**src/hw/rtl/tone_queue_pwm_sequencer_unit_defines.svh**
```systemverilog
// Assertion macros for the tone queue sequencer
`ifndef TONE_QUEUE_PWM_SEQUENCER_UNIT_DEFINES_SVH
`define TONE_QUEUE_PWM_SEQUENCER_UNIT_DEFINES_SVH

// Same-cycle implication, sampled on clk, off during reset
`define TQPS_ASSERT_NOW(label, ante, cons, msg) \
  label: assert property (@(posedge clk) disable iff (!rst_n) (ante) |-> (cons)) \
    else $error(msg);

// Next-cycle implication, sampled on clk, off during reset
`define TQPS_ASSERT_NEXT(label, ante, cons, msg) \
  label: assert property (@(posedge clk) disable iff (!rst_n) (ante) |=> (cons)) \
    else $error(msg);

`endif

```
**src/hw/rtl/tqps_pkg.sv**
```systemverilog
// Package: widths, codes, types and constants of the tone queue sequencer
`timescale 1ns / 1ps
`default_nettype none
package tqps_pkg;

  localparam int FREQ_W      = 20;
  localparam int MS_W        = 16;
  localparam int CLK_W       = 24;
  localparam int CMP_W       = 23;
  localparam int QCNT_W      = 8;
  localparam int DATA_W      = 32;
  localparam int ADDR_W      = 3;
  localparam int QUEUE_DEPTH_DEF = 8;
  localparam int DIV_STEPS   = CLK_W;
  localparam int DIV_CNT_W   = $clog2(DIV_STEPS);

  localparam logic [CLK_W-1:0] CLOCK_RESET = 24'd1000000;

  // register index taken from paddr[2]
  localparam logic REG_TIMER_CLOCK = 1'b0;

  typedef enum logic {
    REQ_PLAY = 1'b0,
    REQ_TICK = 1'b1
  } req_type_t;

  typedef enum logic [1:0] {
    STAT_ACCEPTED = 2'd0,
    STAT_IGNORED  = 2'd1,
    STAT_DROPPED  = 2'd2,
    STAT_TICK     = 2'd3
  } req_status_t;

  typedef enum logic [2:0] {
    ST_IDLE,
    ST_EXEC,
    ST_READ,
    ST_START,
    ST_DIV,
    ST_FINISH
  } seq_state_t;

  typedef struct packed {
    logic [FREQ_W-1:0] freq;
    logic [MS_W-1:0]   ms;
  } tone_t;

  typedef struct packed {
    logic              start;
    logic [CLK_W-1:0]  dividend;
    logic [FREQ_W-1:0] divisor;
  } div_req_t;

  typedef struct packed {
    logic             done;
    logic [CLK_W-1:0] quotient;
  } div_rsp_t;

endpackage
`default_nettype wire

```
**src/hw/rtl/tqps_stream_if.sv**
```systemverilog
// Stream interfaces for request items and result items
`timescale 1ns / 1ps
`default_nettype none
interface tqps_req_if;
  logic                          valid;
  logic                          ready;
  logic                          req_type;
  logic [tqps_pkg::FREQ_W-1:0]   tone_freq;
  logic [tqps_pkg::MS_W-1:0]     tone_ms;

  modport source (output valid, output req_type, output tone_freq, output tone_ms,
                  input ready);
  modport sink   (input valid, input req_type, input tone_freq, input tone_ms,
                  output ready);
endinterface

interface tqps_rsp_if;
  logic                          valid;
  logic                          ready;
  logic [1:0]                    req_status;
  logic                          pwm_on;
  logic [tqps_pkg::CLK_W-1:0]    pwm_period;
  logic [tqps_pkg::CMP_W-1:0]    pwm_compare;
  logic [tqps_pkg::MS_W-1:0]     ms_left;
  logic [tqps_pkg::QCNT_W-1:0]   queued_count;

  modport source (output valid, output req_status, output pwm_on, output pwm_period,
                  output pwm_compare, output ms_left, output queued_count,
                  input ready);
  modport sink   (input valid, input req_status, input pwm_on, input pwm_period,
                  input pwm_compare, input ms_left, input queued_count,
                  output ready);
endinterface
`default_nettype wire

```
**src/hw/rtl/tone_queue_pwm_sequencer_unit.sv**
```systemverilog
// Top level: tone queue sequencer with ring memory, period divider and result register
//
// Usage:
//   in_ch carries items: a play request (req_type 0, tone_freq, tone_ms) or a
//   one millisecond tick (req_type 1). Every item gives exactly one result on
//   out_ch: the status and the PWM state after the item (pwm_on, pwm_period,
//   pwm_compare, ms_left, queued_count).
//   The APB port holds timer_clock_hz at address 0; write it only while idle.
//   Path from acceptance to out_ch.valid: EXEC and FINISH for items that start no
//   tone, EXEC, START and FINISH for a silent tone, EXEC, START, DIV and FINISH for
//   a tone that needs a period. The restoring divider in DIV sets the worst case;
//   one item is in work at a time, so a new item is taken only after FINISH.
//   A queued tone read from the ring passes through ST_READ before START.
//   The result register decouples the sides: the next item is taken while a
//   result still waits; if out_ch stalls, the following result holds inside
//   and in_ch.ready stays low until the register drains.
//   Reset: ring empty, no tone playing, period and compare 0, timer clock
//   1000000. The ring contents need no clearing.
`timescale 1ns / 1ps
`default_nettype none
`include "tone_queue_pwm_sequencer_unit_defines.svh"
module tone_queue_pwm_sequencer_unit #(
  parameter int QUEUE_DEPTH = tqps_pkg::QUEUE_DEPTH_DEF
) (
  input  wire logic                               clk,
  input  wire logic                               rst_n,
  tqps_req_if.sink                                in_ch,
  tqps_rsp_if.source                              out_ch,
  input  wire logic                               psel,
  input  wire logic                               penable,
  input  wire logic                               pwrite,
  input  wire logic [tqps_pkg::ADDR_W-1:0]        paddr,
  input  wire logic [tqps_pkg::DATA_W-1:0]        pwdata,
  output logic [tqps_pkg::DATA_W-1:0]             prdata,
  output logic                                    pready
);

  localparam int PTR_W  = $clog2(QUEUE_DEPTH);
  localparam int CNT_W  = PTR_W + 1;
  localparam int FREQ_W = tqps_pkg::FREQ_W;
  localparam int MS_W   = tqps_pkg::MS_W;
  localparam int CLK_W  = tqps_pkg::CLK_W;
  localparam int CMP_W  = tqps_pkg::CMP_W;
  localparam int QCNT_W = tqps_pkg::QCNT_W;
  localparam logic [PTR_W-1:0] PTR_LAST = PTR_W'(QUEUE_DEPTH - 1);

  // ---------------- configuration ----------------
  logic [CLK_W-1:0] clk_hz_r;
  logic             reg_hit;

  assign reg_hit = (paddr[2] == tqps_pkg::REG_TIMER_CLOCK);
  assign pready  = 1'b1;
  assign prdata  = reg_hit ? {{(tqps_pkg::DATA_W - CLK_W){1'b0}}, clk_hz_r} : '0;

  always_ff @(posedge clk) begin
    if (!rst_n) begin
      clk_hz_r <= tqps_pkg::CLOCK_RESET;
    end else if (psel && penable && pwrite && reg_hit) begin
      clk_hz_r <= pwdata[CLK_W-1:0];
    end
  end

  // ---------------- state ----------------
  tqps_pkg::seq_state_t state_r, state_nxt;

  logic              item_tick_r, item_tick_nxt;
  logic [FREQ_W-1:0] item_freq_r, item_freq_nxt;
  logic [MS_W-1:0]   item_ms_r, item_ms_nxt;

  logic [PTR_W-1:0]  rd_ptr_r, rd_ptr_nxt;
  logic [PTR_W-1:0]  wr_ptr_r, wr_ptr_nxt;
  logic              playing_r, playing_nxt;
  logic [MS_W-1:0]   rem_ms_r, rem_ms_nxt;
  logic [CLK_W-1:0]  period_r, period_nxt;
  logic [CMP_W-1:0]  compare_r, compare_nxt;
  logic [FREQ_W-1:0] tone_freq_r, tone_freq_nxt;

  tqps_pkg::req_status_t status_r, status_nxt;

  logic              out_valid_r, out_valid_nxt;
  logic [1:0]        out_status_r, out_status_nxt;
  logic              out_on_r, out_on_nxt;
  logic [CLK_W-1:0]  out_period_r, out_period_nxt;
  logic [CMP_W-1:0]  out_compare_r, out_compare_nxt;
  logic [MS_W-1:0]   out_ms_r, out_ms_nxt;
  logic [QCNT_W-1:0] out_qcnt_r, out_qcnt_nxt;

  // ---------------- ring and divider ----------------
  logic              ring_wr_en;
  tqps_pkg::tone_t   ring_wr_data;
  logic              ring_rd_en;
  tqps_pkg::tone_t   ring_rd_data;
  tqps_pkg::div_req_t div_req;
  tqps_pkg::div_rsp_t div_rsp;

  tqps_ring #(.QUEUE_DEPTH(QUEUE_DEPTH)) u_ring (
    .clk     (clk),
    .wr_en   (ring_wr_en),
    .wr_addr (wr_ptr_r),
    .wr_data (ring_wr_data),
    .rd_en   (ring_rd_en),
    .rd_addr (rd_ptr_r),
    .rd_data (ring_rd_data)
  );

  tqps_div u_div (
    .clk   (clk),
    .rst_n (rst_n),
    .req   (div_req),
    .rsp   (div_rsp)
  );

  // ---------------- decisions ----------------
  logic             in_fire;
  logic             out_free;
  logic [PTR_W-1:0] wr_ptr_inc, rd_ptr_inc;
  logic             ring_empty, ring_full;
  logic             tick_dec, tick_end;
  logic             play_zero, play_ok;
  logic [CNT_W-1:0] ring_cnt;

  assign in_ch.ready = (state_r == tqps_pkg::ST_IDLE);
  assign in_fire     = in_ch.valid && in_ch.ready;
  assign out_free    = !out_valid_r || out_ch.ready;

  assign wr_ptr_inc = (wr_ptr_r == PTR_LAST) ? '0 : wr_ptr_r + 1'b1;
  assign rd_ptr_inc = (rd_ptr_r == PTR_LAST) ? '0 : rd_ptr_r + 1'b1;
  assign ring_empty = (rd_ptr_r == wr_ptr_r);
  assign ring_full  = (wr_ptr_inc == rd_ptr_r);
  assign ring_cnt   = {1'b0, wr_ptr_r} - {1'b0, rd_ptr_r}
                    + ((wr_ptr_r < rd_ptr_r) ? CNT_W'(QUEUE_DEPTH) : '0);

  assign tick_dec  = item_tick_r && playing_r && (rem_ms_r != '0);
  assign tick_end  = tick_dec && (rem_ms_r == MS_W'(1));
  assign play_zero = !item_tick_r && (item_ms_r == '0);
  assign play_ok   = !item_tick_r && !play_zero && !ring_full;

  // ---------------- next state ----------------
  always_comb begin
    state_nxt = state_r;
    unique case (state_r)
      tqps_pkg::ST_IDLE: begin
        if (in_fire) state_nxt = tqps_pkg::ST_EXEC;
      end
      tqps_pkg::ST_EXEC: begin
        priority if (tick_end && !ring_empty) state_nxt = tqps_pkg::ST_READ;
        else if (play_ok && !playing_r)       state_nxt = tqps_pkg::ST_START;
        else                                  state_nxt = tqps_pkg::ST_FINISH;
      end
      tqps_pkg::ST_READ: begin
        state_nxt = tqps_pkg::ST_START;
      end
      tqps_pkg::ST_START: begin
        state_nxt = (tone_freq_r == '0) ? tqps_pkg::ST_FINISH : tqps_pkg::ST_DIV;
      end
      tqps_pkg::ST_DIV: begin
        if (div_rsp.done) state_nxt = tqps_pkg::ST_FINISH;
      end
      tqps_pkg::ST_FINISH: begin
        if (out_free) state_nxt = tqps_pkg::ST_IDLE;
      end
      default: state_nxt = tqps_pkg::ST_IDLE;
    endcase
  end

  // ---------------- datapath control ----------------
  always_comb begin
    item_tick_nxt   = item_tick_r;
    item_freq_nxt   = item_freq_r;
    item_ms_nxt     = item_ms_r;
    rd_ptr_nxt      = rd_ptr_r;
    wr_ptr_nxt      = wr_ptr_r;
    playing_nxt     = playing_r;
    rem_ms_nxt      = rem_ms_r;
    period_nxt      = period_r;
    compare_nxt     = compare_r;
    tone_freq_nxt   = tone_freq_r;
    status_nxt      = status_r;
    ring_wr_en      = 1'b0;
    ring_wr_data    = '{freq: item_freq_r, ms: item_ms_r};
    ring_rd_en      = 1'b0;
    div_req         = '{start: 1'b0, dividend: clk_hz_r, divisor: tone_freq_r};
    out_status_nxt  = out_status_r;
    out_on_nxt      = out_on_r;
    out_period_nxt  = out_period_r;
    out_compare_nxt = out_compare_r;
    out_ms_nxt      = out_ms_r;
    out_qcnt_nxt    = out_qcnt_r;
    out_valid_nxt   = out_valid_r && !out_ch.ready;

    unique case (state_r)
      tqps_pkg::ST_IDLE: begin
        if (in_fire) begin
          item_tick_nxt = in_ch.req_type;
          item_freq_nxt = in_ch.tone_freq;
          item_ms_nxt   = in_ch.tone_ms;
        end
      end
      tqps_pkg::ST_EXEC: begin
        priority if (item_tick_r) begin
          status_nxt = tqps_pkg::STAT_TICK;
          if (tick_dec) rem_ms_nxt = rem_ms_r - 1'b1;
          if (tick_end) begin
            if (ring_empty) begin
              playing_nxt = 1'b0;
            end else begin
              // fetch the head; data arrives next cycle
              ring_rd_en = 1'b1;
              rd_ptr_nxt = rd_ptr_inc;
            end
          end
        end else if (play_zero) begin
          status_nxt = tqps_pkg::STAT_IGNORED;
        end else if (ring_full) begin
          status_nxt = tqps_pkg::STAT_DROPPED;
        end else begin
          status_nxt = tqps_pkg::STAT_ACCEPTED;
          ring_wr_en = 1'b1;
          wr_ptr_nxt = wr_ptr_inc;
          if (!playing_r) begin
            // ring was empty: the new entry is the head, forward it
            rd_ptr_nxt    = rd_ptr_inc;
            rem_ms_nxt    = item_ms_r;
            tone_freq_nxt = item_freq_r;
          end
        end
      end
      tqps_pkg::ST_READ: begin
        rem_ms_nxt    = ring_rd_data.ms;
        tone_freq_nxt = ring_rd_data.freq;
      end
      tqps_pkg::ST_START: begin
        if (tone_freq_r == '0) begin
          period_nxt  = CLK_W'(1);
          playing_nxt = 1'b1;
        end else begin
          div_req.start = 1'b1;
        end
      end
      tqps_pkg::ST_DIV: begin
        if (div_rsp.done) begin
          period_nxt  = div_rsp.quotient;
          compare_nxt = div_rsp.quotient[CLK_W-1:1];
          playing_nxt = 1'b1;
        end
      end
      tqps_pkg::ST_FINISH: begin
        if (out_free) begin
          out_valid_nxt   = 1'b1;
          out_status_nxt  = status_r;
          out_on_nxt      = playing_r;
          out_period_nxt  = period_r;
          out_compare_nxt = compare_r;
          out_ms_nxt      = rem_ms_r;
          out_qcnt_nxt    = QCNT_W'(ring_cnt);
        end
      end
      default: begin
      end
    endcase
  end

  always_ff @(posedge clk) begin
    if (!rst_n) begin
      state_r     <= tqps_pkg::ST_IDLE;
      rd_ptr_r    <= '0;
      wr_ptr_r    <= '0;
      playing_r   <= 1'b0;
      rem_ms_r    <= '0;
      period_r    <= '0;
      compare_r   <= '0;
      out_valid_r <= 1'b0;
    end else begin
      state_r     <= state_nxt;
      rd_ptr_r    <= rd_ptr_nxt;
      wr_ptr_r    <= wr_ptr_nxt;
      playing_r   <= playing_nxt;
      rem_ms_r    <= rem_ms_nxt;
      period_r    <= period_nxt;
      compare_r   <= compare_nxt;
      out_valid_r <= out_valid_nxt;
    end
  end

  always_ff @(posedge clk) begin
    item_tick_r   <= item_tick_nxt;
    item_freq_r   <= item_freq_nxt;
    item_ms_r     <= item_ms_nxt;
    tone_freq_r   <= tone_freq_nxt;
    status_r      <= status_nxt;
    out_status_r  <= out_status_nxt;
    out_on_r      <= out_on_nxt;
    out_period_r  <= out_period_nxt;
    out_compare_r <= out_compare_nxt;
    out_ms_r      <= out_ms_nxt;
    out_qcnt_r    <= out_qcnt_nxt;
  end

  assign out_ch.valid        = out_valid_r;
  assign out_ch.req_status   = out_status_r;
  assign out_ch.pwm_on       = out_on_r;
  assign out_ch.pwm_period   = out_period_r;
  assign out_ch.pwm_compare  = out_compare_r;
  assign out_ch.ms_left      = out_ms_r;
  assign out_ch.queued_count = out_qcnt_r;

  // ---------------- assertions ----------------
  `TQPS_ASSERT_NOW(a_idle_ring_empty, !playing_r, rd_ptr_r == wr_ptr_r, "ring not empty while idle")
  `TQPS_ASSERT_NOW(a_playing_has_ms, (state_r == tqps_pkg::ST_IDLE) && playing_r, rem_ms_r != '0, "tone playing with no ms left")
  `TQPS_ASSERT_NOW(a_div_done_in_div, div_rsp.done, state_r == tqps_pkg::ST_DIV, "divider result outside divide state")
  `TQPS_ASSERT_NEXT(a_finish_holds, (state_r == tqps_pkg::ST_FINISH) && out_ch.valid && !out_ch.ready, state_r == tqps_pkg::ST_FINISH, "result left while output register full")

endmodule
`default_nettype wire

```
**src/hw/rtl/tqps_ring.sv**
```systemverilog
// Tone ring memory: one write port, one registered read port
`timescale 1ns / 1ps
`default_nettype none
module tqps_ring #(
  parameter int QUEUE_DEPTH = tqps_pkg::QUEUE_DEPTH_DEF,
  localparam int PTR_W = $clog2(QUEUE_DEPTH)
) (
  input  wire logic            clk,
  input  wire logic            wr_en,
  input  wire logic [PTR_W-1:0] wr_addr,
  input  wire tqps_pkg::tone_t wr_data,
  input  wire logic            rd_en,
  input  wire logic [PTR_W-1:0] rd_addr,
  output tqps_pkg::tone_t      rd_data
);

  tqps_pkg::tone_t mem [QUEUE_DEPTH];

  always_ff @(posedge clk) begin
    if (wr_en) begin
      mem[wr_addr] <= wr_data;
    end
  end

  always_ff @(posedge clk) begin
    if (rd_en) begin
      rd_data <= mem[rd_addr];
    end
  end

endmodule
`default_nettype wire

```
**src/hw/rtl/tqps_div.sv**
```systemverilog
// Restoring divider: 24-bit dividend by 20-bit divisor, one quotient bit a cycle
`timescale 1ns / 1ps
`default_nettype none
module tqps_div (
  input  wire logic         clk,
  input  wire logic         rst_n,
  input  wire tqps_pkg::div_req_t req,
  output tqps_pkg::div_rsp_t rsp
);

  localparam int CLK_W  = tqps_pkg::CLK_W;
  localparam int FREQ_W = tqps_pkg::FREQ_W;
  localparam int CNT_W  = tqps_pkg::DIV_CNT_W;
  localparam logic [CNT_W-1:0] LAST_STEP = CNT_W'(tqps_pkg::DIV_STEPS - 1);

  logic              busy_r, busy_nxt;
  logic              done_r, done_nxt;
  logic [CNT_W-1:0]  cnt_r, cnt_nxt;
  logic [CLK_W-1:0]  num_r, num_nxt;
  logic [FREQ_W-1:0] den_r, den_nxt;
  logic [FREQ_W-1:0] rem_r, rem_nxt;
  logic [FREQ_W:0]   trial;
  logic              fits;

  assign trial = {rem_r, num_r[CLK_W-1]};
  assign fits  = trial >= {1'b0, den_r};

  always_comb begin
    busy_nxt = busy_r;
    done_nxt = 1'b0;
    cnt_nxt  = cnt_r;
    num_nxt  = num_r;
    den_nxt  = den_r;
    rem_nxt  = rem_r;
    if (req.start) begin
      busy_nxt = 1'b1;
      cnt_nxt  = '0;
      num_nxt  = req.dividend;
      den_nxt  = req.divisor;
      rem_nxt  = '0;
    end else if (busy_r) begin
      // shift the quotient bit in where the dividend bit leaves
      rem_nxt = fits ? FREQ_W'(trial - {1'b0, den_r}) : trial[FREQ_W-1:0];
      num_nxt = {num_r[CLK_W-2:0], fits};
      cnt_nxt = cnt_r + 1'b1;
      if (cnt_r == LAST_STEP) begin
        busy_nxt = 1'b0;
        done_nxt = 1'b1;
      end
    end
  end

  always_ff @(posedge clk) begin
    if (!rst_n) begin
      busy_r <= 1'b0;
      done_r <= 1'b0;
      cnt_r  <= '0;
    end else begin
      busy_r <= busy_nxt;
      done_r <= done_nxt;
      cnt_r  <= cnt_nxt;
    end
  end

  always_ff @(posedge clk) begin
    num_r <= num_nxt;
    den_r <= den_nxt;
    rem_r <= rem_nxt;
  end

  assign rsp.done     = done_r;
  assign rsp.quotient = num_r;

endmodule
`default_nettype wire

```
**src/flat_wrapper.sv**
```systemverilog
// flat-port wrapper written by rule: the top's interface ports become plain ports
module tone_queue_pwm_sequencer_unit_flat 
#(
  parameter int QUEUE_DEPTH = tqps_pkg::QUEUE_DEPTH_DEF
)
  (clk, rst_n, psel, penable, pwrite, paddr, pwdata, prdata, pready, in_ch_valid, in_ch_req_type, in_ch_tone_freq, in_ch_tone_ms, in_ch_ready, out_ch_valid, out_ch_req_status, out_ch_pwm_on, out_ch_pwm_period, out_ch_pwm_compare, out_ch_ms_left, out_ch_queued_count, out_ch_ready);
  tqps_req_if in_ch_i ();
  tqps_rsp_if out_ch_i ();
  input  wire logic clk;
  input  wire logic rst_n;
  input  wire logic psel;
  input  wire logic penable;
  input  wire logic pwrite;
  input  wire logic [tqps_pkg::ADDR_W-1:0] paddr;
  input  wire logic [tqps_pkg::DATA_W-1:0] pwdata;
  output logic [tqps_pkg::DATA_W-1:0] prdata;
  output logic pready;
  input wire logic [$bits(in_ch_i.valid)-1:0] in_ch_valid;
  input wire logic [$bits(in_ch_i.req_type)-1:0] in_ch_req_type;
  input wire logic [$bits(in_ch_i.tone_freq)-1:0] in_ch_tone_freq;
  input wire logic [$bits(in_ch_i.tone_ms)-1:0] in_ch_tone_ms;
  output wire logic [$bits(in_ch_i.ready)-1:0] in_ch_ready;
  output wire logic [$bits(out_ch_i.valid)-1:0] out_ch_valid;
  output wire logic [$bits(out_ch_i.req_status)-1:0] out_ch_req_status;
  output wire logic [$bits(out_ch_i.pwm_on)-1:0] out_ch_pwm_on;
  output wire logic [$bits(out_ch_i.pwm_period)-1:0] out_ch_pwm_period;
  output wire logic [$bits(out_ch_i.pwm_compare)-1:0] out_ch_pwm_compare;
  output wire logic [$bits(out_ch_i.ms_left)-1:0] out_ch_ms_left;
  output wire logic [$bits(out_ch_i.queued_count)-1:0] out_ch_queued_count;
  input wire logic [$bits(out_ch_i.ready)-1:0] out_ch_ready;
  assign in_ch_i.valid = in_ch_valid;
  assign in_ch_i.req_type = in_ch_req_type;
  assign in_ch_i.tone_freq = in_ch_tone_freq;
  assign in_ch_i.tone_ms = in_ch_tone_ms;
  assign in_ch_ready = in_ch_i.ready;
  assign out_ch_valid = out_ch_i.valid;
  assign out_ch_req_status = out_ch_i.req_status;
  assign out_ch_pwm_on = out_ch_i.pwm_on;
  assign out_ch_pwm_period = out_ch_i.pwm_period;
  assign out_ch_pwm_compare = out_ch_i.pwm_compare;
  assign out_ch_ms_left = out_ch_i.ms_left;
  assign out_ch_queued_count = out_ch_i.queued_count;
  assign out_ch_i.ready = out_ch_ready;
  tone_queue_pwm_sequencer_unit #(.QUEUE_DEPTH(QUEUE_DEPTH)) u_core (.clk(clk), .rst_n(rst_n), .in_ch(in_ch_i), .out_ch(out_ch_i), .psel(psel), .penable(penable), .pwrite(pwrite), .paddr(paddr), .pwdata(pwdata), .prdata(prdata), .pready(pready));
endmodule
```
**config.mk**
```make
export PLATFORM = sky130hd
export DESIGN_NAME = tone_queue_pwm_sequencer_unit_flat
export DESIGN_NICKNAME = d
export VERILOG_FILES = /design/src/hw/rtl/tqps_pkg.sv /design/src/hw/rtl/tqps_stream_if.sv /design/src/hw/rtl/tone_queue_pwm_sequencer_unit.sv /design/src/hw/rtl/tqps_ring.sv /design/src/hw/rtl/tqps_div.sv /design/src/flat_wrapper.sv
export VERILOG_INCLUDE_DIRS = /design/src /design/src/hw/rtl
export SDC_FILE = /design/constraint.sdc
export NUM_CORES = 1
export LEC_CHECK = 0
export BUFFER_PORTS_ARGS = -buffer_cell sky130_fd_sc_hd__buf_2
export CAP_MARGIN = 40
export CORE_MARGIN = 3
export CORE_UTILIZATION = 37
export DETAILED_ROUTE_END_ITERATION = 6
export HOLD_SLACK_MARGIN = 0.05
export PLACE_DENSITY = 0.54
export SLEW_MARGIN = 15
export SYNTH_ARGS = -nofsm -noshare
export SYNTH_HDL_FRONTEND = slang
export SYNTH_SLANG_ARGS = --single-unit
export TNS_END_PERCENT = 50
```
**constraint.sdc**
```tcl
create_clock -name clk -period 4.9 [get_ports clk]
set_clock_uncertainty 0.05 [all_clocks]
set_input_delay 0.49 -clock clk [delete_from_list [all_inputs] [get_ports clk]]
set_output_delay 0.49 -clock clk [all_outputs]
set_load 0.005 [all_outputs]
```
# ---- Word-level counts from Yosys, hierarchy flattened
# Memory sizes are Yosys's and may differ from the RTL's. A register that Yosys moved wholly into a read port is not among the register bits.
# Cells that the tools add are included.
dict set report classes {
  n_addsub 7
  n_lt_le_gt_ge 2
  eq_ne 31
  muxes 60
  bitwise 6
  reduce_logical 42
}
# op count
set ops {}
lappend ops {{24-bit two-way mux} 5}
lappend ops {{20-bit two-way mux} 5}
lappend ops {{16-bit two-way mux} 5}
lappend ops {{24-bit case mux with 2 select lines} 1}
lappend ops {{20-bit case mux with 2 select lines} 1}
lappend ops {{3-bit two-way mux} 13}
lappend ops {{16-bit case mux with 2 select lines} 1}
lappend ops {{1-bit two-way mux} 24}
lappend ops {{21-bit by 20-bit greater-or-equal comparator with 1-bit output} 1}
lappend ops {{20-bit zero test} 1}
lappend ops {{20-bit subtractor} 1}
lappend ops {{3-bit case mux with 6 select lines} 1}
lappend ops {{16-bit by 1-bit == test with 1-bit output (second input constant)} 1}
lappend ops {{16-bit zero test} 1}
lappend ops {{2-bit by 1-bit inequality test with 1-bit output (second input constant)} 8}
lappend ops {{2-bit inequality test (second input constant)} 8}
lappend ops {{16-bit nonzero test} 1}
lappend ops {{16-bit by 1-bit subtractor with 16-bit output (second input constant)} 1}
lappend ops {{1-bit logical AND} 13}
lappend ops {{3-bit == test (second input constant)} 4}
lappend ops {{6-bit AND reduction} 2}
lappend ops {{5-bit AND reduction} 2}
lappend ops {{3-bit by 2-bit inequality test with 1-bit output (second input constant)} 3}
lappend ops {{1-bit zero test} 7}
lappend ops {{23 further kinds} 38}
dict set report totals {
  reg_bits 298
  ramBits 288
  in_bits 79
  out_inout_bits 109
  mem_count 1
}
# memory words width rd rd_ports_with_merged_regs write_ports line
set mem_list {}
lappend mem_list {u_core.u_ring.mem 8 36 1 1 1 tqps_ring.sv:17} ;# tqps_pkg::tone_t mem [QUEUE_DEPTH];

# ---- Logic depth before layout (Yosys ltp)
# Gate-level depths: netlist of run 1.
dict set report logic_depth {
  ltp_word 9
  depth_mapped 11
}

# ---- By module
# From an unflattened synthesis of run 1, not the netlist that was laid out.
dict set report hier_totals {
  hier_cells 1672
  area_unflattened_um2 25166.6
}
# mod n_inst cells_each area_each_um2 seq_area_each_um2
set modules_own_cells {}
lappend modules_own_cells {tqps_ring 1 465 12223.0 9729.3}
lappend modules_own_cells {tone_queue_pwm_sequencer_unit 1 813 8861.0 5805.6}
lappend modules_own_cells {tqps_div 1 394 4082.7 1861.8}

# ---- Worst setup path before layout of run 1
# Ideal clock, no wire load.
dict set report synth_timing {
  kind {register to register}
  from {reg u_core.wr_ptr_r[0]}
  to {mem u_core.u_ring.mem[0][0] (netlist name), enable pin}
  setup_time_ns 0.474
  arrival_time_ns 4.170
  required_time_ns 4.376
  path_slack_ns 0.206
  path_stages_with_launch 9
  path_buffers 1
  period_less_slack_ns 4.694
  path_cell_list {dfxtp_1 -> ha_1 -> ha_1 -> xnor2_1 -> a31oi_1 -> and3_1 -> clkbuf_1 -> nand2b_1 -> nor3_1}
}
dict set report synth_between {
  elab_chain_len 9
  word_cells_on_any_way 10
  cone_classes {add/sub (1); eq/ne (2); mux (7)}
}
# element line
set synth_rtl {}
lappend synth_rtl {{from (decl)} tone_queue_pwm_sequencer_unit.sv:71} ;# logic [PTR_W-1:0] wr_ptr_r, wr_ptr_nxt;
lappend synth_rtl {{from (signal assigned)} tone_queue_pwm_sequencer_unit.sv:276} ;# wr_ptr_r <= wr_ptr_nxt;
lappend synth_rtl {{3-bit by 1-bit adder with 3-bit output / 3-bit == test (equally long branches)} tone_queue_pwm_sequencer_unit.sv:126} ;# assign wr_ptr_inc = (wr_ptr_r == PTR_LAST) ? '0 : wr_ptr_r + 1'b1;
lappend synth_rtl {{3-bit two-way mux *} tone_queue_pwm_sequencer_unit.sv:126}
lappend synth_rtl {{named net u_core.wr_ptr_inc[2]} tone_queue_pwm_sequencer_unit.sv:116} ;# logic [PTR_W-1:0] wr_ptr_inc, rd_ptr_inc;
lappend synth_rtl {{3-bit == test *} tone_queue_pwm_sequencer_unit.sv:129} ;# assign ring_full = (wr_ptr_inc == rd_ptr_r);
lappend synth_rtl {{1-bit two-way mux *} tone_queue_pwm_sequencer_unit.sv:214} ;# end else if (ring_full) begin
lappend synth_rtl {{1-bit two-way mux *} tone_queue_pwm_sequencer_unit.sv:212} ;# end else if (play_zero) begin
lappend synth_rtl {{1-bit two-way mux *} tone_queue_pwm_sequencer_unit.sv:200} ;# priority if (item_tick_r) begin
lappend synth_rtl {{1-bit two-way mux *} tone_queue_pwm_sequencer_unit.sv:191} ;# unique case (state_r)
lappend synth_rtl {{1-bit two-way mux *} tqps_ring.sv:20} ;# if (wr_en) begin
lappend synth_rtl {{1-bit two-way mux (not written as such) *} tqps_ring.sv:21} ;# mem[wr_addr] <= wr_data;
lappend synth_rtl {{to (decl)} tqps_ring.sv:17}
# Mark *: on every way through the listed nets, which the timed path passes. The rest lies on a longest branch.

# ---- Worst setup path after layout of run 1
dict set report layout_timing {
  from {reg u_core.wr_ptr_r[1]}
  to {mem u_core.u_ring.mem[3][28] (netlist name), enable pin}
}
# The elaborated chain is that of the path after synthesis.

==> metrics, run 1 <==
worst-path cell chain=ha_1, ha_1, xnor2_1, a31oi_1, and3_1, nand2b_1, nor2_4, buf_12; number of flops mapped to enable cells by yosys=around 500; Final Slew Violations=0; Ports=188; ANT cells=0; CTS tree=yes; synthesized area per cell=14.7 sq um; crit path max fanout=20; final setup fails=0; total clock sinks=621; nets=2016; most common cell after layout, fill and taps aside=edfxtp_1; post-synthesis sequential area ratio=70.3%; crit-path max cell delay=0.71 ns; drt pass-1 iters=5; number of unique standard cell types used by synthesis=66; max_cap viols=0; setup_tns=0 ns; H-tree depth=3; Yosys top cell by area=edfxtp_1; final WL=roughly 56 mm; CP arrival=3.56 ns; pre-CTS WS=1.58 ns; Die ar.=around 70000 sq um; count of filler cells inserted in the layout=5940; HP Class=input port to register; worst path bufs/invs=1; Main synth FF type=edfxtp_1; fin crit share=67.9%; Critical Path End Type=register; Final ANT Viol Nets=0; startpoint types=register; vias in the first global route=14600; RSZ-0062 raised after global routing=no; Tmin final=3.33 ns; largest net degree at the start of global routing=50; IO buf count=163; Die Wd=about 260 um; DP Area=26700 sq um; post-route cell area=29400 sq um; Fin. Hold Viols=0; area grow syn2layout=18.8%; slew margin rel.=39.6%; Die Y=265 um; Top delay family on crit path=simple AND/OR/NAND/NOR gates; Max Clock Freq=0.300 GHz; Resized Gates After CTS=0; Register Area=between 15000 and 20000 sq um; Critical R2R Launch=u_core.wr_ptr_r[1]; Worst R2R Setup Slack=1.57 ns; first-pass GRT wire length=85.8 mm; CP Data Required Time=5.13 ns; drt wl/cell=19.7 um; DRC viols=0; CTS Buf Count=between 60 and 70; Final WS setup=1.57 ns; Syn. warnings=0; Power Total=13.0 mW; Synth Register Bits=621; Slowest-stage cell, CP=nor2_4; hold buffers post-CTS=41; VDD IR max=approximately 0.22 mV; vias per cell=~5.0; gate count after technology mapping=1687; most frequent cells in the layout=edfxtp_1 (496), nand2_1 (311), buf_2 (163), dfxtp_1 (122), mux4_2 (72); Initial Util=37.5%; hold-critical path depth=3; Leakage Power=10.3 nW; hold wc startpoint=pwdata[6]; pwr dens=442 nW/um^2; top post-synthesis cells by area=edfxtp_1 (60%), dfxtp_1 (10%), mux4_2 (6.6%); via count=14200; worst hold endpoint=u_core.clk_hz_r[6]; Crit Path Class=register to register; cells on worst reg2reg path=8; asr flop ratio synth=0%; outcome=finished clean; GPL Wtd Cong=0.772; initial antenna violation count=2; hpwl dp=between 30 and 40 mm; Max clock buf depth=3; CTS clk-pin slew, worst paths=about 0.06 ns; CP most frequent cell=ha_1; grt ovf=0; row cnt=94; clk_lat worst skew=0.60 ns; Synth Cell Area=24700 sq um; Core ar.=between 60000 and 70000 sq um; Synth top area share=60.2%; GRT Overall Usage=~16%; area of the multi-input gates=roughly 6800 sq um; actual slew at the worst max-slew pin=0.903 ns; RR Endpoint=u_core.u_ring.mem[3][28]; post-CTS setup buffers=0; fin util=44.5%; share of layout cells above drive strength 1=22.2%; CTS root buf=clkbuf_16; First DRT Iteration DRCs=799
==> report_power, final <==
| group | internal (mW) | switching, mW | leakage, nW |
|---|---|---|---|
| combinational | 0.745 | 0.955 | 3.69 |
| sequential | 5.98 | 0.229 | 5.53 |
| clock | 3.03 | 2.05 | 1.09 |
| total | 9.76 | 3.23 | 10.3 |
==> through the flow <==
stage	hold slack, ns	cells
finish	0.0827	2822
global route	0.0646	2822
CTS	0.0529	2822
detailed placement	0.366	2659
global placement	0.363	2650
floorplan	0.350	1699
==> state kept, by name, summed over array words and instances, names as in the netlist, 20 cells and up <==
signal                     flops
u_core.period_r               24
u_core.u_div.num_r            24
u_core.compare_r              23
u_core.u_div.rem_r            20
u_core.item_freq_r            20
u_core.u_ring.mem            288
u_core.u_div.den_r            20
u_core.u_ring.rd_data         36
u_core.tone_freq_r            20
u_core.out_ch.pwm_compare     23
u_core.out_ch.pwm_period      24
u_core.clk_hz_r               24
==> routing by layer <==
layer  GRT usage, %  routed length, um  vias up
li1               -                  -     6700
met1           21.6              25300     7106
met2           25.5              26000      332
met3           3.71               3220       79
met4           4.27               1040        4
met5              0                 26        -
==> worst max-delay path by stage <==
stage	from	endpoint	slack, ns	cells after the start
after global routing	u_core.wr_ptr_r[1]	u_core.u_ring.mem[3][28]	1.37	9
final	u_core.wr_ptr_r[1]	u_core.u_ring.mem[3][28]	1.57	8
after detailed placement	u_core.wr_ptr_r[1]	u_core.u_ring.mem[2][28]	1.58	9
after floorplan	u_core.wr_ptr_r[0]	u_core.u_ring.mem[0][0]	0.21	8
after global placement	u_core.wr_ptr_r[1]	u_core.u_ring.mem[7][25]	1.59	9
after CTS	u_core.wr_ptr_r[1]	u_core.u_ring.mem[2][28]	1.57	9
==> cells in the mapped netlist, drive strengths merged (5+ instances only) <==
library cell	number
nand3	31
xnor2	18
o2111ai	5
edfxtp	496
mux4	72
o211ai	7
nand4b	5
o211a	7
mux2i	14
clkbuf	64
ha	29
or3	6
nor2	48
a311oi	5
a21oi	40
nor2b	38
nand4	6
nor3	15
buf	38
and3	6
a211oi	12
nand2b	10
o21ai	42
nand2	311
a21o	6
dfxtp	125
xor2	10
nor4	16
a31oi	10
inv	39
a21boi	72
a31o	5
and2	5
mux2	36
==> logic make-up after synthesis <==
family | count (synthesis) | share of synthesized area, %
AOI/OAI and AO/OA | 236 | 6.58
xor gates and xnor gates | 28 | 0.992
adders and majority gates | 31 | 1.63
buffers and inverters | 141 | 2.50
DFF | 621 | 70.3
muxes | 122 | 8.76
other | 2 | 0.0304
and+or+nand+nor | 506 | 9.15
==> worst reg2reg max path: cells and delay by family, from the launching register on <==
| kind | cells | cell delay (ns) |
|---|---|---|
| AND/OR/NAND/NOR | 3 | 1.33 |
| flip-flops | 1 | 0.51 |
| adder cells (fa/ha/maj) | 2 | 0.48 |
| buffers and inverters | 1 | 0.30 |
| AO/OA/AOI/OAI | 1 | 0.19 |
| XOR/XNOR | 1 | 0.15 |
==> area by class of cell <==
| cell class | count | area share, % |
|---|---|---|
| Sequential cell | 621 | 59.2 |
| Multi-Input combinational cell | 937 | 23.3 |
| Clock buffer | 86 | 6.23 |
| Timing Repair Buffer | 239 | 5.74 |
| Tap cell | 864 | 3.68 |
| Clock inverter | 36 | 1.35 |
| Inverter | 39 | 0.498 |
Note: power is estimated with default switching activity, not from simulation.
==> run 2, diff against run 1 <==
PLACE_DENSITY = 0.52   (was 0.54)
clock period = 3.35 ns   (was 4.9 ns; I/O delays follow)
==> run 2 against run 1 <==
Combinational power rose by 51%. Clock power rose by 50%. Register-to-register slack lost 1.2 ns. Maximum frequency increased by 11%. Core utilization is 0.66 points higher. Wire length rose by 0.97%. Via count grew 0.99%. Design area is 1.5% higher. Critical path depth decreased by 2.
==> metrics, run 2 (synthesized netlist as in run 1, its figures left out) <==
cells on worst reg2reg path=6 (was 8); grt ovf=0 (unchanged); worst-path cell chain=nor4_1, nand4_1, and3_1, nand2b_1, nor2_4, buf_12 (was ha_1, ha_1, xnor2_1, a31oi_1, and3_1, nand2b_1, nor2_4, buf_12); post-route cell area=29800 sq um (was 29400 sq um); area of the multi-input gates=6850 sq um (was 6840 sq um); Ports=188 (unchanged); Max Clock Freq=0.334 GHz (was 0.300 GHz); drt pass-1 iters=5 (unchanged); WP depth=6 (was 8); CTS tree=yes (unchanged); Register Area=17400 sq um (unchanged); pwr dens=644 nW/um^2 (was 442 nW/um^2); most frequent cells in the layout=edfxtp_1 (496), nand2_1 (311), buf_2 (163), dfxtp_1 (122), mux4_2 (72) (unchanged); Critical Path End=u_core.u_ring.mem[1][33] (was u_core.u_ring.mem[3][28]); Tmin final=2.99 ns (was 3.33 ns); DP Area=26900 sq um (was 26700 sq um); DRC viols=0 (unchanged); row cnt=94 (unchanged); worst path bufs/invs=1 (unchanged); Final ANT Viol Nets=0 (unchanged); First DRT Iteration DRCs=955 (was 799); total clock sinks=621 (unchanged); Die ar.=70000 sq um (unchanged); slew margin rel.=50.9% (was 39.6%); GRT Overall Usage=16.0% (was 15.8%); Critical Path End Type=register (unchanged); first-pass GRT wire length=86.8 mm (was 85.8 mm); fin crit share=89.3% (was 67.9%); crit-path max cell delay=0.58 ns (was 0.71 ns); share of layout cells above drive strength 1=22.6% (was 22.2%); H-tree depth=3 (unchanged); Power Total=19.2 mW (was 13.0 mW); actual slew at the worst max-slew pin=0.736 ns (was 0.903 ns); Regs by FF count=u_core.u_ring.mem: 288 flops, u_core.u_ring.rd_data: 36 flops (unchanged); CTS root buf=clkbuf_16 (unchanged); VDD IR max=0.297 mV (was 0.217 mV); HP Class=input port to register (unchanged); Final Slew Violations=0 (unchanged); most common cell after layout, fill and taps aside=edfxtp_1 (unchanged); Slowest-stage cell, CP=nor4_1 (was nor2_4); vias in the first global route=14800 (was 14600); CTS clk-pin slew, worst paths=0.06 ns (about the same); final WL=56.1 mm (was 55.5 mm); crit path max fanout=36 (was 20); CTS Buf Count=67 (was 68); CP Data Required Time=3.63 ns (was 5.13 ns); Max clock buf depth=3 (unchanged); Top delay family on crit path=simple AND/OR/NAND/NOR gates (unchanged); Leakage Power=10.5 nW (was 10.3 nW); setup_tns=0 ns (unchanged); most flop-heavy register=u_core.u_ring.mem (unchanged); IO buf count=163 (unchanged); startpoint types=register (unchanged); max_cap viols=0 (unchanged); area grow syn2layout=20.6% (was 18.8%); Core ar.=66000 sq um (unchanged); post-CTS setup buffers=0 (unchanged); Critical R2R Launch=u_core.item_ms_r[6] (was u_core.wr_ptr_r[1]); initial antenna violation count=0 (was 2); count of filler cells inserted in the layout=5878 (was 5940); Crit Path Class=register to register (unchanged); final setup fails=0 (unchanged); RR Endpoint=u_core.u_ring.mem[1][33] (was u_core.u_ring.mem[3][28]); Worst R2R Setup Slack=0.36 ns (was 1.57 ns); nets=2050 (was 2016); outcome=finished clean (unchanged); largest net degree at the start of global routing=77 (was 50); RSZ-0062 raised after global routing=no (unchanged); Die Y=265 um (unchanged); clk_lat worst skew=0.60 ns (about the same); number of flip-flops under the largest register name=288 (unchanged); drt wl/cell=19.6 um (was 19.7 um); via count=14400 (was 14200); CP arrival=3.27 ns (was 3.56 ns); hpwl dp=33.7 mm (was 34.1 mm); Fin. Hold Viols=0 (unchanged); Die Wd=265 um (unchanged); vias per cell=5.02 (was 5.04); Crit. Startpoint=u_core.item_ms_r[6] (was u_core.wr_ptr_r[1]); Initial Util=37.5% (unchanged); GPL Wtd Cong=0.769 (was 0.772)
-- run 2: changes by cell type in the layout (fill, tap and decap cells not counted), sizes merged --
cell	before	now
bufinv	7	8
dlygate4sd3	41	62
buf	198	212
clkinvlp	2	4
diode	0	1
clkinv	24	25
clkbuf	86	83
inv	42	43
-- run 2: what timing repair did --
action                    CTS  global route
hold endpoints to repair   62             0
gates resized for setup     0             0
hold buffers               62             0
-- run 2: area by class of cell --
class | instances | share of cell area, %
diodes | 1 | 0.00839
clock buffers | 83 | 6.06
clock inverters | 41 | 1.64
inverters | 39 | 0.491
multi-input cells | 937 | 23.0
flip-flops and latches | 621 | 58.4
well taps | 864 | 3.62
repair buffers | 274 | 6.83
-- run 2: worst min-delay path by stage --
stage,to,startpoint,cells past startpoint
6_report,u_core.state_r[0],rst_n,2
5_1_grt,u_core.state_r[0],rst_n,2
4_1_cts,u_core.state_r[0],rst_n,2
3_5_place_dp,u_core.out_ch.pwm_compare[22],u_core.compare_r[22],0
3_3_place_gp,u_core.out_ch.req_status[1],u_core.status_r[1],0
2_1_floorplan,u_core.out_ch.req_status[0],u_core.status_r[0],0
-- run 2: power by group --
part           switching, mW  leakage, nW  internal, mW
logic                   1.43         3.84          1.13
registers              0.306         5.53          8.74
clock network           3.08         1.11          4.51
-- run 2: per-layer routing --
layer	track usage, %	routed length [um]
met1	21.6	25500
met2	26.8	27000
met3	2.98	2660
met4	4.42	918
met5	0	0
-- run 2: metrics by stage --
step / instances / hold WS, ns / util (%) / setup slack (ns)
final: 2860 / 0.119 / 45.2 / 0.359
after global routing: 2859 / 0.114 / 45.2 / 0.160
after CTS: 2859 / 0.0785 / 45.2 / 0.317
after detailed placement: 2673 / 0.365 / 40.8 / 0.340
after global placement: 2671 / 0.359 / 40.7 / 0.348
after floorplan: 1699 / 0.350 / - / -0.400
==> run 3, diff against run 2 <==
--- a/config.mk
+++ b/config.mk
@@ -14,4 +14,5 @@
 export HOLD_SLACK_MARGIN = 0.05
 export PLACE_DENSITY = 0.52
+export SKIP_LAST_GASP = 1
 export SLEW_MARGIN = 15
 export SYNTH_ARGS = -nofsm -noshare
==> constraint.sdc (replaced) <==
create_clock -name clk -period 3.35 [get_ports clk]
set_clock_uncertainty 0.05 [all_clocks]
set_input_delay 0.5025 -clock clk [delete_from_list [all_inputs] [get_ports clk]]
set_output_delay 0.5025 -clock clk [all_outputs]
set_load 0.005 [all_outputs]
==> run 3 against run 2 <==
Combinational power is 2% lower. Global-route usage hardly changed. Critical path depth grew 1. Worst hold slack got worse by 0.029 ns. Design area fell by 1.1%. Sequential share of layout area up 0.66 points. Final cell count is 0.66% lower. Clock power decreased by 4.1%. Largest power group unchanged.
==> metrics, run 3 (synthesized netlist as in run 1, its figures left out) <==
fin util=44.7% (was 45.2%); Max Clock Freq=0.351 GHz (was 0.334 GHz); DP Area=26900 sq um (about the same); area grow syn2layout=19.2% (was 20.6%); initial antenna violation count=0 (unchanged); CTS Buf Count=69 (was 67); H-tree depth=3 (unchanged); Die ar.=70000 sq um (unchanged); Flop pwr share=48.0% (was 47.1%); Regs by FF count=u_core.u_ring.mem: 288 flops, u_core.u_ring.rd_data: 36 flops (unchanged); drt pass-1 iters=5 (unchanged); CTS root buf=clkbuf_16 (unchanged); Tmin final=2.85 ns (was 2.99 ns); vias in the first global route=14700 (was 14800); post-route cell area=29500 sq um (was 29800 sq um); Die Wd=265 um (unchanged); largest net degree at the start of global routing=44 (was 77); CP arrival=3.07 ns (was 3.27 ns); max_cap viols=0 (unchanged); hold-critical path depth=3 (was 2); HP Class=input port to register (unchanged); Resized Gates After CTS=0 (unchanged); clk_lat worst skew=0.61 ns (was 0.60 ns); slew margin rel.=43.7% (was 50.9%); grt ovf=0 (unchanged); crit path max fanout=36 (unchanged); Top delay family on crit path=simple AND/OR/NAND/NOR gates (unchanged); Max clock buf depth=3 (unchanged); switching portion of total power=25.4% (was 25.1%); Die Y=265 um (unchanged); final setup fails=0 (unchanged); row cnt=94 (unchanged); worst path bufs/invs=2 (was 1); WHS=0.0897 ns (was 0.119 ns); final WL=56.1 mm (about the same); CP Data Required Time=3.57 ns (was 3.63 ns); startpoint types=register (unchanged); combinational share of power=13.4% (was 13.3%); Internal Pwr Total=14.1 mW (was 14.4 mW); worst-path cell chain=nor2b_1, nand2b_1, inv_1, and3_1, nand2b_1, nor3_4, buf_12 (was nor4_1, nand4_1, and3_1, nand2b_1, nor2_4, buf_12); fin crit share=85.1% (was 89.3%); CP most frequent cell=nand2b_1; Slowest-stage cell, CP=dfxtp_1 (was nor4_1); Crit Path Class=register to register (unchanged); ANT cells=0 (was 1); Final ANT Viol Nets=0 (unchanged); sw power=4.80 mW (was 4.82 mW); number of flip-flops under the largest register name=288 (unchanged); actual slew at the worst max-slew pin=0.836 ns (was 0.736 ns); DRC viols=0 (unchanged); most common cell after layout, fill and taps aside=edfxtp_1 (unchanged); pwr dens=640 nW/um^2 (was 644 nW/um^2); Core ar.=66000 sq um (unchanged); WP depth=7 (was 6); Power Total=18.9 mW (was 19.2 mW); Critical Path End Type=register (unchanged); total clock sinks=621 (unchanged); Fin. Hold Viols=0 (unchanged); CTS clk-pin slew, worst paths=0.06 ns (about the same); first-pass GRT wire length=86.5 mm (was 86.8 mm); via count=14200 (was 14400); Clk pwr share=38.7% (was 39.6%); drt wl/cell=19.7 um (was 19.6 um); crit-path max cell delay=0.48 ns (was 0.58 ns); most flop-heavy register=u_core.u_ring.mem (unchanged); most frequent cells in the layout=edfxtp_1 (496), nand2_1 (311), buf_2 (163), dfxtp_1 (122) (was edfxtp_1 (496), nand2_1 (311), buf_2 (163), dfxtp_1 (122), mux4_2 (72)); post-CTS setup buffers=0 (unchanged); nets=2034 (was 2050); Ports=188 (unchanged); GPL Wtd Cong=0.783 (was 0.769); IO buf count=163 (unchanged); cells on worst reg2reg path=7 (was 6); Final Slew Violations=0 (unchanged); outcome=finished clean (unchanged); count of filler cells inserted in the layout=5850 (was 5878); hold buffers post-CTS=43 (was 62); hpwl dp=34.0 mm (was 33.7 mm); Initial Util=37.5% (unchanged); GRT Overall Usage=16.0% (about the same); Leakage Power=10.4 nW (was 10.5 nW); setup_tns=0 ns (unchanged); VDD IR max=0.329 mV (was 0.297 mV); RSZ-0062 raised after global routing=no (unchanged); share of layout cells above drive strength 1=22.8% (was 22.6%); vias per cell=5.00 (was 5.02); First DRT Iteration DRCs=977 (was 955); CTS tree=yes (unchanged)
==> run 3: cell types whose count changed in the layout (fill, tap and decap cells not counted), moves of 2 or more <==
cell           delta
bufinv_16         -6
clkinv_1          -5
clkinv_2          +5
buf_4             +5
buf_12            -5
clkinvlp_4        -2
clkbuf_1          +6
clkbuf_16         +4
dlygate4sd3_1    -19
==> run 3: path summary, 6_finish.rpt <==
path	start	slack, ns	to
worst max-delay path	u_core.state_r[0]	0.50	u_core.u_ring.mem[0][1]
worst min-delay path	pwdata[6]	0.09	u_core.clk_hz_r[6]
worst max register to register	u_core.state_r[0]	0.50	u_core.u_ring.mem[0][1]
worst min register to register	u_core.period_r[11]	0.38	u_core.out_ch.pwm_period[11]
==> run 3: layout make-up <==
| type | count | area [sq um] | share of cell area, % |
|---|---|---|---|
| sequential | 621 | 17400 | 59.0 |
| multi-input combinational | 937 | 6850 | 23.2 |
| clock buffer | 92 | 1920 | 6.50 |
| timing repair buffer | 256 | 1800 | 6.10 |
| tap | 864 | 1080 | 3.67 |
| clock inverter | 32 | 287 | 0.972 |
| inverter | 39 | 146 | 0.496 |
==> run 3: layer usage <==
metal | GRT usage, % | share of wire, %
met1 | 21.3 | 45
met2 | 26.8 | 48
met3 | 3.29 | 4.8
met4 | 4.73 | 1.9
met5 | 0 | 0
==> run 3: power groups by stage <==
stage | logic, mW | clock network, mW | registers [mW]
after floorplan | 1.93 | 0 | 9.10
after global routing | 2.84 | 7.86 | 9.10
after detailed placement | 2.49 | 0 | 9.21
after CTS | 2.54 | 7.54 | 9.05
final | 2.52 | 7.29 | 9.05
after global placement | 2.46 | 0 | 9.20
==> run 3: stage by stage <==
step	instances	setup WS, ns
after floorplan	1699	-0.400
after global placement	2672	0.536
after detailed placement	2674	0.516
after CTS	2841	0.479
after global routing	2841	0.260
final	2841	0.500
==> run 3: worst min-delay path, stage by stage <==
cell and delay, ns:
buf_2 0.08, nand2_1 0.05, nand3_1 0.08
